## src/design/aabb_player_collision_step_assert.svh

```systemverilog
// Assertion macros shared by the collision step RTL.
`ifndef AABB_PLAYER_COLLISION_STEP_ASSERT_SVH
`define AABB_PLAYER_COLLISION_STEP_ASSERT_SVH

// Same-cycle implication, sampled on clk, off during rst.
`define APCS_ASSERT_NOW(lbl, pre, post, msg) \
  lbl: assert property (@(posedge clk) disable iff (rst) (pre) |-> (post)) else $error(msg);

// Next-cycle implication, sampled on clk, off during rst.
`define APCS_ASSERT_NEXT(lbl, pre, post, msg) \
  lbl: assert property (@(posedge clk) disable iff (rst) (pre) |=> (post)) else $error(msg);

`endif

```

## src/design/apcs_pkg.sv

```systemverilog
// Shared types, codes, constants and helpers of the collision step.
package apcs_pkg;

  localparam int MAX_BOXES_DEF = 64;

  localparam logic [1:0] MODE_UPDATE = 2'd0;
  localparam logic [1:0] MODE_JUMP   = 2'd1;
  localparam logic [1:0] MODE_LOAD   = 2'd2;

  localparam logic [2:0] REG_MOVE_SPEED  = 3'd0;
  localparam logic [2:0] REG_GRAVITY     = 3'd1;
  localparam logic [2:0] REG_JUMP_SPEED  = 3'd2;
  localparam logic [2:0] REG_HALF_WIDTH  = 3'd3;
  localparam logic [2:0] REG_HALF_HEIGHT = 3'd4;
  localparam logic [2:0] REG_HALF_DEPTH  = 3'd5;
  localparam logic [2:0] REG_BOX_COUNT   = 3'd6;

  localparam logic [30:0]        MOVE_SPEED_RST  = 31'd327680;
  localparam logic signed [31:0] GRAVITY_RST     = -32'sd642253;
  localparam logic [30:0]        JUMP_SPEED_RST  = 31'd327680;
  localparam logic [30:0]        HALF_WIDTH_RST  = 31'd19661;
  localparam logic [30:0]        HALF_HEIGHT_RST = 31'd58982;
  localparam logic [30:0]        HALF_DEPTH_RST  = 31'd19661;
  localparam logic [6:0]         BOX_COUNT_RST   = 7'd0;

  typedef enum logic [1:0] {
    S_IDLE,
    S_KIN,
    S_WALK,
    S_DONE
  } state_t;

  typedef struct packed {
    logic signed [31:0] min_x;
    logic signed [31:0] min_y;
    logic signed [31:0] min_z;
    logic signed [31:0] max_x;
    logic signed [31:0] max_y;
    logic signed [31:0] max_z;
  } box_t;

  typedef struct packed {
    logic signed [31:0] px;
    logic signed [31:0] py;
    logic signed [31:0] pz;
    logic signed [31:0] vs;
    logic               gnd;
  } player_t;

  // Clamp a wide signed sum to the signed 32-bit range.
  function automatic logic signed [31:0] sat32(input logic signed [35:0] v);
    logic signed [31:0] r;
    if (v > 36'sd2147483647) begin
      r = 32'sh7FFFFFFF;
    end else if (v < -36'sd2147483648) begin
      r = 32'sh80000000;
    end else begin
      r = v[31:0];
    end
    return r;
  endfunction

endpackage

```

## src/design/apcs_cell.sv

```systemverilog
// One box cell: holds a box and pushes the passing player out of it.
module apcs_cell #(
  parameter int IDX = 0
) (
  input  logic               clk,
  input  logic               wr,
  input  apcs_pkg::box_t     wr_box,
  input  logic [6:0]         box_count,
  input  logic [30:0]        half_width,
  input  logic [30:0]        half_height,
  input  logic [30:0]        half_depth,
  input  apcs_pkg::player_t  pin,
  output apcs_pkg::player_t  pout
);

  apcs_pkg::box_t    bx;
  apcs_pkg::player_t nxt;
  logic               en, hit, sel_x, sel_y, up_x, up_y, up_z;
  logic signed [33:0] lx, ux, ly, uy, lz, uz;
  logic signed [33:0] bnx, bxx, bny, bxy, bnz, bxz;
  logic signed [33:0] ax, bxl, ay, byl, az, bzl;
  logic signed [34:0] ox, oy, oz;
  logic signed [33:0] p2x, p2y, p2z, mdx, mdy, mdz;
  logic signed [35:0] sx, sy, sz;

  always_ff @(posedge clk) begin
    if (wr) begin
      bx <= wr_box;
    end
  end

  assign en = 32'(box_count) > IDX;

  always_comb begin
    bnx = {{2{bx.min_x[31]}}, bx.min_x};
    bxx = {{2{bx.max_x[31]}}, bx.max_x};
    bny = {{2{bx.min_y[31]}}, bx.min_y};
    bxy = {{2{bx.max_y[31]}}, bx.max_y};
    bnz = {{2{bx.min_z[31]}}, bx.min_z};
    bxz = {{2{bx.max_z[31]}}, bx.max_z};
    lx = {{2{pin.px[31]}}, pin.px} - {3'b000, half_width};
    ux = {{2{pin.px[31]}}, pin.px} + {3'b000, half_width};
    ly = {{2{pin.py[31]}}, pin.py} - {3'b000, half_height};
    uy = {{2{pin.py[31]}}, pin.py} + {3'b000, half_height};
    lz = {{2{pin.pz[31]}}, pin.pz} - {3'b000, half_depth};
    uz = {{2{pin.pz[31]}}, pin.pz} + {3'b000, half_depth};
    hit = en && lx < bxx && ux > bnx && ly < bxy && uy > bny && lz < bxz && uz > bnz;
    ax  = (ux < bxx) ? ux : bxx;
    bxl = (lx > bnx) ? lx : bnx;
    ay  = (uy < bxy) ? uy : bxy;
    byl = (ly > bny) ? ly : bny;
    az  = (uz < bxz) ? uz : bxz;
    bzl = (lz > bnz) ? lz : bnz;
    ox = {ax[33], ax} - {bxl[33], bxl};
    oy = {ay[33], ay} - {byl[33], byl};
    oz = {az[33], az} - {bzl[33], bzl};
    sel_x = ox <= oy && ox <= oz;
    sel_y = oy <= ox && oy <= oz;
    // Centre test as 2*p > min+max, exact.
    p2x = {pin.px[31], pin.px, 1'b0};
    p2y = {pin.py[31], pin.py, 1'b0};
    p2z = {pin.pz[31], pin.pz, 1'b0};
    mdx = bnx + bxx;
    mdy = bny + bxy;
    mdz = bnz + bxz;
    up_x = p2x > mdx;
    up_y = p2y > mdy;
    up_z = p2z > mdz;
    sx = up_x ? {{4{pin.px[31]}}, pin.px} + {ox[34], ox}
              : {{4{pin.px[31]}}, pin.px} - {ox[34], ox};
    sy = up_y ? {{4{pin.py[31]}}, pin.py} + {oy[34], oy}
              : {{4{pin.py[31]}}, pin.py} - {oy[34], oy};
    sz = up_z ? {{4{pin.pz[31]}}, pin.pz} + {oz[34], oz}
              : {{4{pin.pz[31]}}, pin.pz} - {oz[34], oz};
    nxt = pin;
    if (hit) begin
      if (sel_x) begin
        nxt.px = apcs_pkg::sat32(sx);
      end else if (sel_y) begin
        nxt.py = apcs_pkg::sat32(sy);
        if (up_y) begin
          nxt.gnd = 1'b1;
          if (pin.vs < 0) nxt.vs = '0;
        end else begin
          if (pin.vs > 0) nxt.vs = '0;
        end
      end else begin
        nxt.pz = apcs_pkg::sat32(sz);
      end
    end
  end

  // Hand the player to the neighbor every cycle.
  always_ff @(posedge clk) begin
    pout <= nxt;
  end

endmodule

```

## config.mk

```make
export PLATFORM = sky130hd
export DESIGN_NAME = apcs_cell
export DESIGN_NICKNAME = d
export VERILOG_FILES = /design/src/design/aabb_player_collision_step_assert.svh /design/src/design/apcs_pkg.sv /design/src/design/apcs_cell.sv
export SDC_FILE = /design/constraint.sdc
export NUM_CORES = 2
export LEC_CHECK = 0
export BUFFER_PORTS_ARGS = -buffer_cell sky130_fd_sc_hd__buf_2
export CORE_UTILIZATION = 65
export CTS_CLUSTER_DIAMETER = 200
export DETAILED_ROUTE_END_ITERATION = 10
export PLACE_DENSITY = 0.87
export SLEW_MARGIN = 20
export SYNTH_ARGS = -nofsm -noshare
export SYNTH_HDL_FRONTEND = slang
export SYNTH_SLANG_ARGS = --single-unit
export TNS_END_PERCENT = 50
```

## constraint.sdc

```tcl
create_clock -name clk -period 17.9 [get_ports clk]
set_input_delay 0.895 -clock clk [delete_from_list [all_inputs] [get_ports clk]]
set_output_delay 0.895 -clock clk [all_outputs]
set_load 0.05 [all_outputs]
```

==> run metrics <==
outcome finished clean; Root Driver clkbuf_16; die area 82,500 um^2; clk_skew 0.0303 ns; worst flop-to-flop path endpoint pout[36]$_DFF_P_; cell taking the most area after synthesis ha_1; Worst EP required 18.38 ns; # hold bufs at CTS 0; grt ovf 0; Area growth, synth to finish 9.70%; r2r startpoint bx[1]$_DFFE_PP_; vias in the first global route 51.1k; final hold vios 0; Worst path slowest cell o41ai_1; Initial Utilization 65.6%; flop2flop setup slack 5.86 ns; CP arrival 15.24 ns; endpoints failing setup 0; DRC 0; Routed Antenna Nets 0; final slew viol count 0; post-synthesis mux area share 3.12%; Finished Layout Cells 8,116; min Tclk post-route 14.76 ns; total global-route track usage 43.2%; pwr/cell area 196 nW/um^2; Ports 552; leakage 27.8 nW; Num CTS Buffers 39; main combinational cell family by area after synthesis adder cells; most frequent cells in the layout ha_1 (1,076), a21oi_1 (628), buf_2 (550); CTS max path bufs 3; Setup Fix Bufs, Post-CTS 0; f_max 0.0677 GHz; routed via count 53.3k; Synth Area in Compound Gates 24.7%; vias per std cell 6.57; TritonCTS Sinks 321; asr flop ratio synth 0%; hold endpoint bnz[16]$_DFFE_PP_; Clock Latency Late Sink 0.62 ns; Hold Slack 0.443 ns; pre-CTS WS 3.12 ns; Main synth FF type edfxtp_1; sequential cell area 8350 um^2; top post-synthesis cells by area ha_1 (25%), edfxtp_1 (11%), a21oi_1 (6.0%); fill count 6,531; fin nets 8,536; most common cell after layout, fill and taps aside ha_1; worst min path class input pin to flop; Worst Setup Slack, final 3.14 ns; drt wl/cell 22.8 um; Min-Delay Path Depth 1; post-cts repair resize count 0; IR drop worst, VDD 127 uV; crit-path max FO 37; Post-Synth XOR/XNOR Area 8.15%; CTS tree done; Reg2Reg Depth 43; die width 287 um; Post-Syn Nets 8,083; fin util 72.0%; setup_tns 0 ns; synth unique cells 103; Syn Std Cell Area 52,900 um^2; #FFs+latches synth 321; Mean Syn Cell Area 8.05 um^2; Max-Cap Viols 0; Placed Cells 8,041; DRT iter0 DRCs 4,800; Max stage delay on crit path 0.86 ns; footprint of the multi-input gates 41,900 um^2; Hold Crit Start wr_box[112]; total wire length 185,000 um; Ys Warns 0; Pre-antenna DRT Iters 8; Core Rows 104; global-route wire length before repair 280,000 um; Critical Path End Type flop; Slew HR 22.4%; Tcrit/Tclk final 82.5%; antenna violations before repair 8; area fraction of the dominant cell type after synthesis 25.5%; CP Launch Type input pin; RSZ-0062 raised after global routing no; HPWL after DPL 154,000 um; GPL Wtd Cong 1.05; share of cells above drive strength 1 11.4%; H-tree Lvls 2; Simple-Gate Fraction of Synth Area 17.1%; Post-synth EDFFs 192; Die Ht 287 um; Worst Tran Pin Value 1.16 ns; Post-Synth Adder-Cell Area 26.0%; Buffers on Ports 551; Crit Path Class input pin to flop; Post-Synthesis Cells 6,569; Clk pin slew, worst setup/hold paths 0.07 ns; register area share after synthesis 15.8%; core area 80,500 um^2; largest net degree at the start of global routing 74
## Yosys cell counts (all sizes together), types with 41 or more instances
library cell / n
and3: 56
a21oi: 632
nor3: 136
mux2: 53
inv: 535
mux2i: 105
nand4: 127
o21a: 99
nor2: 478
o31ai: 41
o21bai: 79
xnor2: 331
nand2b: 125
nor2b: 163
nand3: 103
edfxtp: 192
dfxtp: 129
or2: 41
a211oi: 70
o21ai: 391
or3: 51
ha: 1076
nor4: 48
a31oi: 80
xor2: 161
nand2: 321
a21o: 277
clkbuf: 144
## where the power goes
part           total [mW]  internal (mW)  switching [mW]
clock               0.860          0.501           0.359
sequential          0.925          0.857          0.0676
combinational        9.55           3.70            5.85
## per-layer routing
metal	up-vias	track usage [%]	part of all wire [%]	wire, um
met2	2798	71.3	45	83600
met1	24700	50.8	38	71200
li1	25100	-	-	-
met5	-	0	0.037	68
met3	705	8.26	9.0	16700
met4	10	28.7	7.4	13700
## final cells by class
class / instances / share of cell area, %
diodes: 5 / 0.0216
clock inverters: 14 / 0.248
clock buffers: 56 / 2.08
multi-input cells: 5543 / 72.3
repair buffers: 582 / 5.17
well taps: 1060 / 2.29
inverters: 535 / 3.46
flip-flops and latches: 321 / 14.4
## per-stage QoR
| stage | area, um^2 | total power [mW] |
|---|---|---|
| global placement | 56600 | 9.90 |
| global route | 58000 | 12.2 |
| detailed placement | 56600 | 10.1 |
| finish | 58000 | 11.3 |
| CTS | 58000 | 11.0 |
| floorplan | 52900 | 7.79 |
## cells by family (layout without fill, tap and decap cells)
family	count (synthesis)	in the layout
flops	321	321
mux	158	158
other cells	0	5
xor+xnor	492	492
fa+ha+maj	1091	1091
compound gates	2024	2024
simple gates	1778	1778
buf+inv	705	1187
## worst max-delay path: cells and delay by family
family          cells  cell delay (ns)
compound gates     28             7.92
fa+ha+maj           6             1.98
buf+inv             6             1.68
mux                 3             1.11
simple gates        8             1.57
## worst max-delay path by stage
| stage | endpoint | slack [ns] | start | cells past startpoint |
|---|---|---|---|---|
| after CTS | pout[84]$_DFF_P_ | 3.68 | pin[66] | 52 |
| after floorplan | pout[85]$_DFF_P_ | 5.86 | half_height[0] | 52 |
| final | pout[87]$_DFF_P_ | 3.14 | pin[97] | 51 |
| after global routing | pout[108]$_DFF_P_ | 2.41 | pin[97] | 51 |
| after detailed placement | pout[76]$_DFF_P_ | 3.12 | pin[66] | 52 |
| after global placement | pout[68]$_DFF_P_ | 3.11 | pin[66] | 52 |
## sequential cells by signal (all words and copies together) (netlist names)
name  count
bnx      32
bny      32
bnz      32
bx       96
pout    129
No activity file was read; power rests on OpenSTA's default activity.
